`config.mk`:
```
export PLATFORM = sky130hd
export DESIGN_NAME = ntps_mod_unit
export DESIGN_NICKNAME = d
export VERILOG_FILES = /design/src/sv/neighbour_table_parent_select_top_macros.svh /design/src/sv/ntps_pkg.sv /design/src/sv/ntps_mod_unit.sv
export SDC_FILE = /design/constraint.sdc
export NUM_CORES = 1
export LEC_CHECK = 0
export ABC_AREA = 1
export BUFFER_PORTS_ARGS = -buffer_cell sky130_fd_sc_hd__buf_2
export CORE_AREA = 2 2 64 66
export CTS_CLUSTER_SIZE = 8
export DETAILED_ROUTE_END_ITERATION = 6
export DIE_AREA = 0 0 66 68
export PLACE_DENSITY = 0.87
export SYNTH_ARGS = -nofsm -noshare
export SYNTH_HDL_FRONTEND = slang
export SYNTH_SLANG_ARGS = --single-unit
```
`constraint.sdc`:
```
create_clock -name clk_i -period 3.35 [get_ports clk_i]
set_clock_uncertainty 0.1 [all_clocks]
set_input_delay 0.1675 -clock clk_i [delete_from_list [all_inputs] [get_ports clk_i]]
set_output_delay 0.1675 -clock clk_i [all_outputs]
set_load 0.01 [all_outputs]
```
`src/sv/neighbour_table_parent_select_top_macros.svh`:
```
// Assertion macros for the neighbour table and parent select block.
`ifndef NEIGHBOUR_TABLE_PARENT_SELECT_TOP_MACROS_SVH
`define NEIGHBOUR_TABLE_PARENT_SELECT_TOP_MACROS_SVH
`ifndef SYNTH
// checked outside reset
`define NTPS_ASSERT(label, prop, msg) \
  label: assert property (@(posedge clk_i) disable iff (!rst_ni) (prop)) else $error(msg);
// checked during reset too
`define NTPS_ASSERT_ALWAYS(label, prop, msg) \
  label: assert property (@(posedge clk_i) (prop)) else $error(msg);
`else
`define NTPS_ASSERT(label, prop, msg)
`define NTPS_ASSERT_ALWAYS(label, prop, msg)
`endif
`endif

```
`src/sv/ntps_pkg.sv`:
```
// Types, constants and helper functions of the neighbour table and parent select block.
package ntps_pkg;

  localparam int unsigned TABLE_DEPTH_DEF = 32;
  localparam int unsigned ADDR_W     = 8;
  localparam int unsigned TIME_W     = 32;
  localparam int unsigned RAND_W     = 16;
  localparam int unsigned MOD_W      = 9;
  localparam int unsigned CFG_IDX_W  = 3;
  localparam int unsigned CFG_DATA_W = 16;
  localparam int unsigned COUNT_W    = 6;

  localparam logic signed [7:0] RSSI_FLOOR  = -8'sd128;
  localparam logic [RAND_W-1:0] LFSR_TAPS   = 16'hB400;
  localparam logic [MOD_W-1:0]  RAND_MOD    = 9'd101;
  localparam logic [MOD_W-1:0]  RAND_THRESH = 9'd50;

  localparam logic [ADDR_W-1:0]     OWN_RST     = 8'd1;
  localparam logic [ADDR_W-1:0]     SINK_RST    = 8'd0;
  localparam logic [ADDR_W-1:0]     BCAST_RST   = 8'd255;
  localparam logic [2:0]            STRAT_RST   = 3'd4;
  localparam logic [15:0]           TIMEOUT_RST = 16'd60;
  localparam logic [RAND_W-1:0]     SEED_RST    = 16'd44257;

  typedef enum logic [1:0] {
    OP_HEARD   = 2'd0,
    OP_CLEANUP = 2'd1,
    OP_LOOP    = 2'd2,
    OP_NONE    = 2'd3
  } op_e;

  typedef enum logic [1:0] {
    ROLE_PARENT = 2'd0,
    ROLE_CHILD  = 2'd1,
    ROLE_NODE   = 2'd2
  } role_e;

  typedef enum logic [2:0] {
    STRAT_RAND_LOWER    = 3'd0,
    STRAT_RAND          = 3'd1,
    STRAT_NEXT_LOWER    = 3'd2,
    STRAT_CLOSEST       = 3'd3,
    STRAT_CLOSEST_LOWER = 3'd4
  } strat_e;

  typedef enum logic [CFG_IDX_W-1:0] {
    REG_OWN     = 3'd0,
    REG_SINK    = 3'd1,
    REG_BCAST   = 3'd2,
    REG_STRAT   = 3'd3,
    REG_TIMEOUT = 3'd4,
    REG_SEED    = 3'd5
  } reg_e;

  typedef struct packed {
    logic [1:0]        operation;
    logic [ADDR_W-1:0] neighbour_address;
    logic signed [7:0] rssi;
    logic [ADDR_W-1:0] advertised_parent;
    logic [TIME_W-1:0] now_seconds;
  } in_item_t;

  typedef struct packed {
    logic [ADDR_W-1:0]  parent_address;
    logic               parent_changed;
    logic [COUNT_W-1:0] active_count;
    logic               status;
  } out_item_t;

  typedef struct packed {
    logic [CFG_IDX_W-1:0]  index;
    logic [CFG_DATA_W-1:0] value;
  } cfg_wr_t;

  typedef struct packed {
    logic              active;
    logic [1:0]        role;
    logic signed [7:0] rssi;
    logic [ADDR_W-1:0] parent;
    logic [TIME_W-1:0] seen;
  } entry_t;

  typedef struct packed {
    logic              start;
    logic [RAND_W-1:0] dividend;
    logic [MOD_W-1:0]  divisor;
  } mod_req_t;

  typedef struct packed {
    logic             done;
    logic [MOD_W-1:0] remainder;
  } mod_rsp_t;

  // value of an entry that was never written since reset
  function automatic entry_t entry_reset(logic [ADDR_W-1:0] idx);
    entry_t e;
    e = '0;
    if (idx == SINK_RST) e.rssi = RSSI_FLOOR;
    return e;
  endfunction

  function automatic logic [RAND_W-1:0] lfsr_next(logic [RAND_W-1:0] s);
    logic [RAND_W-1:0] n;
    n = s >> 1;
    if (s[0]) n = n ^ LFSR_TAPS;
    return n;
  endfunction

endpackage

```
`src/sv/ntps_mod_unit.sv`:
```
// Bit-serial remainder unit: 16-bit dividend modulo a 9-bit divisor, one bit per cycle.
module ntps_mod_unit (
  input  logic              clk_i,
  input  logic              rst_ni,
  input  ntps_pkg::mod_req_t req_i,
  output ntps_pkg::mod_rsp_t rsp_o
);

  logic                           busy_q, busy_d;
  logic                           done_q, done_d;
  logic [3:0]                     cnt_q, cnt_d;
  logic [ntps_pkg::RAND_W-1:0]    num_q, num_d;
  logic [ntps_pkg::MOD_W-1:0]     div_q, div_d;
  logic [ntps_pkg::MOD_W-1:0]     rem_q, rem_d;
  logic [ntps_pkg::MOD_W:0]       trial;

  always_comb begin
    busy_d = busy_q;
    done_d = 1'b0;
    cnt_d  = cnt_q;
    num_d  = num_q;
    div_d  = div_q;
    rem_d  = rem_q;
    trial  = {rem_q, num_q[ntps_pkg::RAND_W-1]};
    if (req_i.start) begin
      busy_d = 1'b1;
      cnt_d  = '0;
      num_d  = req_i.dividend;
      div_d  = req_i.divisor;
      rem_d  = '0;
    end else if (busy_q) begin
      num_d = num_q << 1;
      if (trial >= {1'b0, div_q}) begin
        rem_d = ntps_pkg::MOD_W'(trial - {1'b0, div_q});
      end else begin
        rem_d = ntps_pkg::MOD_W'(trial);
      end
      cnt_d = cnt_q + 4'd1;
      if (cnt_q == 4'd15) begin
        busy_d = 1'b0;
        done_d = 1'b1;
      end
    end
  end

  always_ff @(posedge clk_i or negedge rst_ni) begin
    if (!rst_ni) begin
      busy_q <= 1'b0;
      done_q <= 1'b0;
      cnt_q  <= '0;
    end else begin
      busy_q <= busy_d;
      done_q <= done_d;
      cnt_q  <= cnt_d;
    end
  end

  always_ff @(posedge clk_i) begin
    num_q <= num_d;
    div_q <= div_d;
    rem_q <= rem_d;
  end

  assign rsp_o.done      = done_q;
  assign rsp_o.remainder = rem_q;

endmodule

```
==> results of run 1 <==
-- cell type report --
| type | instances | area share |
|---|---|---|
| sequential | 40 | 0.415 |
| multi-input combinational | 183 | 0.359 |
| timing repair buffer | 48 | 0.112 |
| inverter | 33 | 0.0475 |
| clock buffer | 5 | 0.0264 |
| tap | 50 | 0.0240 |
| clock inverter | 3 | 0.0163 |
-- cell families after synthesis --
logic type	count (synthesis)	synth area share
flip-flops	40	0.499
adder cells (fa/ha/maj)	11	0.0669
buffers and inverters	38	0.0704
XOR/XNOR	3	0.0121
AND/OR/NAND/NOR	162	0.335
AO/OA/AOI/OAI	7	0.0167
-- registers in the layout (all words and copies together) (netlist names) --
name / count
busy_q: 1
div_q: 9
rem_q: 9
done_q: 1
cnt_q: 4
num_q: 16
-- worst max-delay path, stage by stage, from the launching register on --
cell and delay (ns):
edfxtp_1 0.36, inv_1 0.09, ha_1 0.15, inv_1 0.07
fa_1 0.39, nand2_1 0.08, nand2_1 0.10, nand3b_2 0.11
nand2_2 0.08, nand2_4 0.12, nand2_4 0.10, nand2_1 0.07
nand3_1 0.07, nand2_1 0.08
-- repair_timing --
| action | in CTS | in global routing |
|---|---|---|
| hold buffers | 10 | 0 |
| gates resized for setup | 0 | 0 |
| endpoints found under the hold margin | 15 | 0 |
-- per-stage QoR --
| step | power [mW] | setup slack, ns |
|---|---|---|
| final | 1.71 | 1.34 |
| after global routing | 1.83 | 1.16 |
| after CTS | 1.71 | 1.35 |
| after detailed placement | 1.30 | 1.36 |
| after global placement | 1.28 | 1.43 |
| after floorplan | 1.15 | 1.54 |
-- cells in the final DEF (no fill, tap or decap), types with 2 or more instances in the layout --
cell,netlist,layout
nand2_1,111,111
buf_2,2,37
inv_1,32,32
edfxtp_1,25,25
nand3_1,15,15
nand3b_1,10,10
ha_1,10,10
dlygate4sd3_1,0,10
dfxtp_1,9,9
nor2_1,7,7
nor3_1,6,6
dfrtp_1,6,6
clkbuf_8,0,5
nor2_2,4,4
a21oi_1,4,4
o21ai_0,2,2
nand2_2,2,2
nand2_4,2,2
xnor2_1,2,2
-- how the worst max path moves through the flow --
stage	start	endpoint	slack (ns)	cells after the start
2_1_floorplan	num_q[15]	rem_q[7]	1.54	13
3_3_place_gp	num_q[15]	rem_q[5]	1.43	13
3_5_place_dp	num_q[15]	rem_q[5]	1.36	13
4_1_cts	num_q[15]	rem_q[5]	1.35	13
5_1_grt	num_q[15]	rem_q[7]	1.16	13
6_report	num_q[15]	rem_q[5]	1.34	13
-- metal layers --
metal	up-vias	global-route usage	wire length [µm]
met1	840	0.272	1980
met2	50	0.386	2210
met3	10	0.0493	172
met5	-	0	0
li1	927	-	-
met4	0	0.0918	101
-- power groups by stage --
| stage | Sequential, mW | Clock, mW | Combinational, mW |
|---|---|---|---|
| 2_1_floorplan | 0.670 | 0 | 0.476 |
| 3_3_place_gp | 0.664 | 0 | 0.619 |
| 3_5_place_dp | 0.666 | 0 | 0.639 |
| 4_1_cts | 0.657 | 0.399 | 0.652 |
| 5_1_grt | 0.667 | 0.414 | 0.744 |
| 6_report | 0.657 | 0.390 | 0.659 |
==> impl_metrics.yaml, run 1 <==
cells_and_area:
  fin_cells: 362
  fin_util: 0.676
  n_fill_cell: 331
  nets: 350
  drive_gt1_frac: 0.183
  multiInputGateArea_um2: 935
  diodes: 0
  area_growth_pct: 20.2
  layout.area.seq_um2: 1080
  postLayoutCellArea_um2: 2610
floorplan:
  fp.dieH_um: 68
  start_util: 0.562
  core_area_um2: 3860
  die_area_um2: 4490
  ios: 38
  num_rows: 23
  chipWidth_um: 66
synthesis:
  synthCells: 261
  syn_area_um2: 2170
  synth_flop_cell: "edfxtp_1"
  synth_top_area_share: 0.346
  syn_avg_cell_area_um2: 8.31
  ys_types: 28
  ys_async_sr_fraction: 0.150
  ys_seq_area_frac: 0.499
  ys_seq_elements: 40
  yosysMostFrequentCell: "nand2_1"
  synth_nets: 300
  synth_area_leaders: "edfxtp_1, nand2_1, dfxtp_1"
  yosysTopAreaCell: "edfxtp_1"
  synth_edf_count: 25
  synth_commonest_cells: "nand2_1, inv_1, edfxtp_1"
  yosys_warnings: 0
drt:
  drc: 0
  wl_um: 4470
  firstDrtPassIters: 4
  ant_nets: 0
  drt_iter0_markers: 125
  vias: 1827
  vias_per_cell: 5.05
  avgRoutedWirePerCell_um: 12.3
pwr:
  pwr-share-clk: 0.229
  cellLeakagePower_nw: 1.36
  power_switching_mw: 0.614
  swShare: 0.360
  power_density_nw_per_um2: 654
  combPwrFrac: 0.386
  ir_drop_mv: 0.340
  intPower_mw: 1.09
  p_seq_frac: 0.385
placement:
  dpl_cell_area_um2: 2390
  portBuffers: 37
  gp_congestion: 0.860
  dpl.hpwl_um: 3180
  dp_cells: 344
cts:
  clkTransAtPathRegs_ns: 0.08
  clk-insertion-delay-late_ns: 0.30
  clock_path_buffers: 2
  root_buffer: "clkbuf_8"
  htree_levels: 2
  numCtsBuffers: 5
  cts_setup_buffers: 0
  cts.sinks: 40
  cts_tree: "done"
grt:
  grt_max_degree: 23
  gr-total-overflow: 0
  grt_pass1_wl_um: 7410
  grt_use_total: 0.223
  antenna_found_initial: 0
  grt_pass1_vias: 1667
worst_setup_path:
  worstPathRequired_ns: 3.49
  critPathKind: "reg -> reg"
  regToRegSetupSlack_ns: 1.34
  reg2reg_depth: 13
  timing.rr.start: "num_q[15]"
  end_kind: "flop"
  worstReg2RegEnd: "rem_q[5]"
  worst_ep_arrival_time_ns: 2.15
  crit_fanout: 10
  start_kind: "flop"
sta:
  fin_crit_sh: 0.600
  fin_hold_ws_ns: 0.0284
  setup_tns_ns: 0
  tightest_slew_ns: 0.642
  slew_viol_final: 0
  rsz0062_at_grt: "false"
  timing.fmax_mhz: 497
  post-route-min-period_ns: 2.01
  setup_viol: 0
  slew_headroom: 0.572
  finalHoldViolCount: 0
hold_path:
  min_to: "num_q[0]"
  hp-start: "req_i[9]"
  whs_path_depth: 3
  hold_path.class: "in -> reg"
flow_run:
  maxCapViolCount: 0
run_status:
  status: "finished clean"
No activity file was read; power rests on OpenSTA's default activity.
==> inputs of run 2 (changes only) <==
- ABC_AREA: 1 -> 0
- PLACE_DENSITY: 0.87 -> 0.83
- clock period: 3.35 -> 2.01 ns (I/O delays scaled with it)
==> run 2 against run 1 <==
Effect of this change: first-iteration DRC count fell by 14%; setup slack worse by 1.8 ns; worst hold slack got worse by 0.020 ns; clock power up 28%; die area did not move; global-route usage is 0.51 points lower; largest power group unchanged; synthesized area fell by 7.0%; sequential share of layout area fell by 3.0 points; the run now ends with setup timing left; wire length is 2.8% higher; sequential power grew 61%; cell area up 7.7%.
==> impl_metrics.yaml, run 2 <==
floorplan:
  ios: 38
  fp.dieH_um: 68
  num_rows: 23
  start_util: 0.523
  core_area_um2: 3860
  die_area_um2: 4490
  chipWidth_um: 66
pwr:
  power_density_nw_per_um2: 1050
  cellLeakagePower_nw: 1.26
  finalPower_mw: 2.94
  ir_drop_mv: 0.629
cells_and_area:
  largest_reg_flops: 16
  nets: 297
  regMostFlops: "num_q"
  reg.largest.list: "num_q: 16 flops, div_q: 9 flops, rem_q: 9 flops"
  drive_gt1_frac: 0.436
  layout.area.seq_um2: 1080
  n_fill_cell: 274
  fin_util: 0.728
  layout_common_cells: "buf_2, buf_4, edfxtp_1, mux2_2, nor2_1"
  area_growth_pct: 39.2
  multiInputGateArea_um2: 927
  diodes: 0
grt:
  antenna_found_initial: 0
  grt_max_degree: 28
  grt_pass1_vias: 1614
  gr-total-overflow: 0
  grt_pass1_wl_um: 7140
  grt_use_total: 0.218
run_status:
  status: "complete, but fails checks"
  violations: "setup timing"
placement:
  dpl.hpwl_um: 3100
  pre_cts_slack_ns: -0.406
  gp_congestion: 0.938
  portBuffers: 37
worst_setup_path:
  regToRegSetupSlack_ns: -0.50
  worst_ep_arrival_time_ns: 2.62
  reg2reg_depth: 12
  worstReg2RegEnd: "rem_q[8]"
  crit_fanout: 6
  end_kind: "flop"
  worstPathRequired_ns: 2.12
  timing.rr.start: "num_q[15]"
  critPathKind: "reg -> reg"
  start_kind: "flop"
synthesis:
  yosys_warnings: 0
  synth_edf_count: 25
  synth_flop_cell: "edfxtp_1"
  synthCells: 168
  synth_area_leaders: "edfxtp_1, dfxtp_1, mux2_2"
  ys_seq_area_frac: 0.536
  syn_avg_cell_area_um2: 12.0
  yosysTopAreaCell: "edfxtp_1"
  synth_top_area_share: 0.372
  synth_nets: 207
  yosysMostFrequentCell: "edfxtp_1"
  synth_commonest_cells: "edfxtp_1, nor2_1, mux2_2"
  syn_area_um2: 2020
  ys_async_sr_fraction: 0.150
  ys_types: 46
  ys_seq_elements: 40
cts:
  cts.sinks: 40
  clk-insertion-delay-late_ns: 0.29
  numCtsBuffers: 5
  root_buffer: "clkbuf_8"
  clock_path_buffers: 2
  clkTransAtPathRegs_ns: 0.07
  cts_tree: "done"
  htree_levels: 2
drt:
  drt_iter0_markers: 107
  firstDrtPassIters: 4
  wl_um: 4590
  drc: 0
  ant_nets: 0
  vias: 1652
  avgRoutedWirePerCell_um: 14.9
  vias_per_cell: 5.35
sta:
  slew_viol_final: 0
  setup_viol: 9
  tightest_slew_ns: 0.600
  finalHoldViolCount: 0
  post-route-min-period_ns: 2.51
  fin_crit_sh: 1.25
  timing.fmax_mhz: 399
  rsz0062_at_grt: "true"
  fin_hold_ws_ns: 0.00807
  setup_tns_ns: -3.94
  fin_ws_ns: -0.496
  slew_headroom: 0.600
hold_path:
  hp-start: "req_i[20]"
  min_to: "num_q[11]"
  whs_path_depth: 2
  hold_path.class: "in -> reg"
flow_run:
  maxCapViolCount: 0
-- run 2: cell types whose count changed after synthesis, moves of 9 or more --
cell / delta
inv_1: -21
mux2_2: +15
nand2_1: -101
nand3_1: -11
nand3b_1: -10
nor2_1: +9
-- run 2: critical path: stages, from the launching register on --
cell      delay, ns
edfxtp_1       0.39
inv_1          0.08
ha_2           0.18
inv_2          0.04
fa_2           0.36
a211oi_4       0.28
buf_4          0.15
o21ai_2        0.05
a41oi_2        0.18
or2_1          0.18
buf_6          0.14
nand2_2        0.05
a311oi_2       0.24
-- run 2: area by class of cell --
type | count | area share
flip-flops and latches | 40 | 0.385
inverters | 11 | 0.0147
multi-input cells | 111 | 0.330
clock inverters | 2 | 0.00267
clock buffers | 6 | 0.0258
well taps | 50 | 0.0223
repair buffers | 89 | 0.219
-- run 2: power by group --
part / switching [mW] / leakage (nW) / internal [mW] / total, mW
Clock: 0.264 / 0.0403 / 0.237 / 0.501
Sequential: 0.0629 / 0.409 / 0.994 / 1.06
Combinational: 0.652 / 0.812 / 0.729 / 1.38
Total: 0.979 / 1.26 / 1.96 / 2.94
-- run 2: how the worst max path moves through the flow --
| stage | cells past startpoint | startpoint | slack [ns] | end |
|---|---|---|---|---|
| 3_5_place_dp | 11 | num_q[15] | -0.41 | rem_q[6] |
| 4_1_cts | 11 | num_q[15] | -0.36 | rem_q[8] |
| 5_1_grt | 12 | num_q[15] | -0.60 | rem_q[8] |
| 2_1_floorplan | 11 | num_q[15] | -0.32 | rem_q[1] |
| 3_3_place_gp | 11 | num_q[15] | -0.34 | rem_q[8] |
| 6_report | 12 | num_q[15] | -0.50 | rem_q[8] |
-- run 2: per-stage QoR --
stage | std cells | area, µm²
2_1_floorplan | 168 | 2040
3_3_place_gp | 281 | 2500
3_5_place_dp | 281 | 2500
4_1_cts | 306 | 2740
5_1_grt | 309 | 2810
6_report | 309 | 2810
-- run 2: cell families (layout without fill, tap and decap cells) --
| group | count (synthesis) | after routing | synth area share |
|---|---|---|---|
| XOR/XNOR | 7 | 7 | 0.0304 |
| AO/OA/AOI/OAI | 32 | 32 | 0.128 |
| adder cells (fa/ha/maj) | 11 | 11 | 0.0720 |
| buffers and inverters | 17 | 108 | 0.0372 |
| AND/OR/NAND/NOR | 45 | 45 | 0.107 |
| multiplexers | 16 | 16 | 0.0887 |
| flip-flops | 40 | 40 | 0.536 |
-- run 2: timing repair --
item	4_1_cts	5_1_grt
setup endpoints to repair	9	9
pin swaps	5	12
endpoints found under the hold margin	18	0
hold buffers	13	0
gates resized for setup	2	9
setup buffers	4	3
-- run 2: per-layer routing --
metal	wire, µm	track usage	vias up	share of wire
li1	-	-	802	-
met1	1900	0.248	793	0.41
met2	2360	0.375	46	0.51
met3	209	0.0576	11	0.046
met4	124	0.122	0	0.027
met5	0	0	-	0
==> inputs of run 3 (changes only) <==
- SETUP_SLACK_MARGIN: unset -> 0.4
==> run 3 against run 2 <==
Effect of this change: the run still ends with setup timing left; wire length is 4.1% higher; flip-flop and latch count stayed put; first-iteration DRC count decreased by 17%; clock power decreased by 0.8%; total power rose by 1.1%; cell area is 0.22% higher; global-route usage increased by 0.24 points; sequential power about the same; via count increased by 1.2%; register-to-register slack worse by 0.05 ns; core utilization increased by 0.16 points.
==> impl_metrics.yaml, run 3 (synthesis gave the netlist of run 2 again) <==
drt:
  routed.top_layer: "met4"
  vias_per_cell: 5.41
  dr_wl_met2_um: 2410
  drt_iter0_markers: 89
  drc: 0
  wl_met1_um: 1930
  firstDrtPassIters: 4
  ant_nets: 0
  vias: 1672
  wl_um: 4780
  dr_wl_met3_um: 227
  avgRoutedWirePerCell_um: 15.5
cts:
  cts_tree: "done"
  root_buffer: "clkbuf_8"
  htree_levels: 2
  clock_path_buffers: 2
  clkTransAtPathRegs_ns: 0.07
  cts.sinks: 40
  numCtsBuffers: 5
  clk-insertion-delay-late_ns: 0.29
sta:
  fin_hold_ws_ns: 0.00817
  setup_tns_ns: -4.33
  finalHoldViolCount: 0
  fin_ws_ns: -0.547
  tightest_slew_ns: 0.618
  post-route-min-period_ns: 2.56
  timing.fmax_mhz: 391
  slew_viol_final: 0
  fin_crit_sh: 1.27
  rsz0062_at_grt: "true"
  setup_viol: 9
  slew_headroom: 0.587
worst_setup_path:
  worstPathRequired_ns: 2.12
  critPathKind: "reg -> reg"
  worst_ep_arrival_time_ns: 2.67
  end_kind: "flop"
  crit_fanout: 6
  start_kind: "flop"
cells_and_area:
  drive_gt1_frac: 0.440
  layout_common_cells: "buf_2, buf_4, edfxtp_1, mux2_2, nor2_1"
  multiInputGateArea_um2: 933
  area_growth_pct: 39.5
  n_fill_cell: 280
  postLayoutCellArea_um2: 2810
  nets: 297
  diodes: 0
  layout.area.seq_um2: 1080
  reg.largest.list: "num_q: 16 flops, div_q: 9 flops, rem_q: 9 flops"
  largest_reg_flops: 16
  regMostFlops: "num_q"
floorplan:
  start_util: 0.523
  fp.dieH_um: 68
  ios: 38
  chipWidth_um: 66
  num_rows: 23
  die_area_um2: 4490
  core_area_um2: 3860
grt:
  grt_pass1_vias: 1618
  grt_max_degree: 28
  gr-total-overflow: 0
  grt_pass1_wl_um: 7200
  antenna_found_initial: 0
  grt_use_total: 0.220
placement:
  gp_congestion: 0.938
  dpl.hpwl_um: 3100
  dpl_cell_area_um2: 2500
  pre_cts_slack_ns: -0.406
  portBuffers: 37
hold_path:
  hold_path.class: "in -> reg"
run_status:
  status: "complete, but fails checks"
  violations: "setup timing"
flow_run:
  maxCapViolCount: 0
pwr:
  finalPower_mw: 2.97
  power_density_nw_per_um2: 1060
  cellLeakagePower_nw: 1.26
  ir_drop_mv: 0.625
## run 3: through the flow
| step | utilization | instances |
|---|---|---|
| detailed placement | 0.647 | 281 |
| global route | 0.730 | 309 |
| CTS | 0.710 | 306 |
| floorplan | - | 168 |
| global placement | 0.647 | 281 |
| finish | 0.730 | 309 |
## run 3: layout make-up
class                           count  area share
Clock buffer                        6      0.0258
Sequential cell                    40       0.384
Clock inverter                      2     0.00267
Timing Repair Buffer               89       0.219
Tap cell                           50      0.0222
Multi-Input combinational cell    111       0.332
Inverter                           11      0.0147
## run 3: timing repair
| action | in CTS | in global routing |
|---|---|---|
| setup buffers | 4 | 3 |
| gates resized for setup | 2 | 10 |
| hold endpoints to repair | 18 | 0 |
| hold buffers | 13 | 0 |
| setup endpoints to repair | 9 | 9 |
| pin swaps | 5 | 12 |
## run 3: worst paths after layout
path / cells after the start / from / endpoint / slack [ns]
max reg2reg: 12 / num_q[15] / rem_q[8] / -0.55
max: 12 / num_q[15] / rem_q[8] / -0.55
min in group asynchronous: 2 / rst_ni / busy_q / 0.06
min: 2 / req_i[20] / num_q[11] / 0.008
min reg2reg: 2 / cnt_q[3] / cnt_q[3] / 0.45
max in group asynchronous: 2 / rst_ni / cnt_q[0] / 1.60
## run 3: worst max-delay path, stage by stage (launching register included)
cell	delay, ns
edfxtp_1	0.39
inv_1	0.08
ha_2	0.18
inv_2	0.04
fa_2	0.36
a211oi_4	0.27
buf_4	0.15
o21ai_2	0.05
a41oi_2	0.23
or2_1	0.19
buf_6	0.14
nand2_2	0.05
a311oi_2	0.25
## run 3: report_power, final
part / total (mW) / internal [mW] / switching, mW
Clock: 0.497 / 0.236 / 0.261
Combinational: 1.42 / 0.733 / 0.684
Sequential: 1.06 / 0.994 / 0.0624
## run 3: routing by layer
metal / up-vias / global-route usage
li1: 802 / -
met1: 799 / 0.252
met2: 54 / 0.383
met3: 17 / 0.0543
met4: 0 / 0.120
met5: - / 0
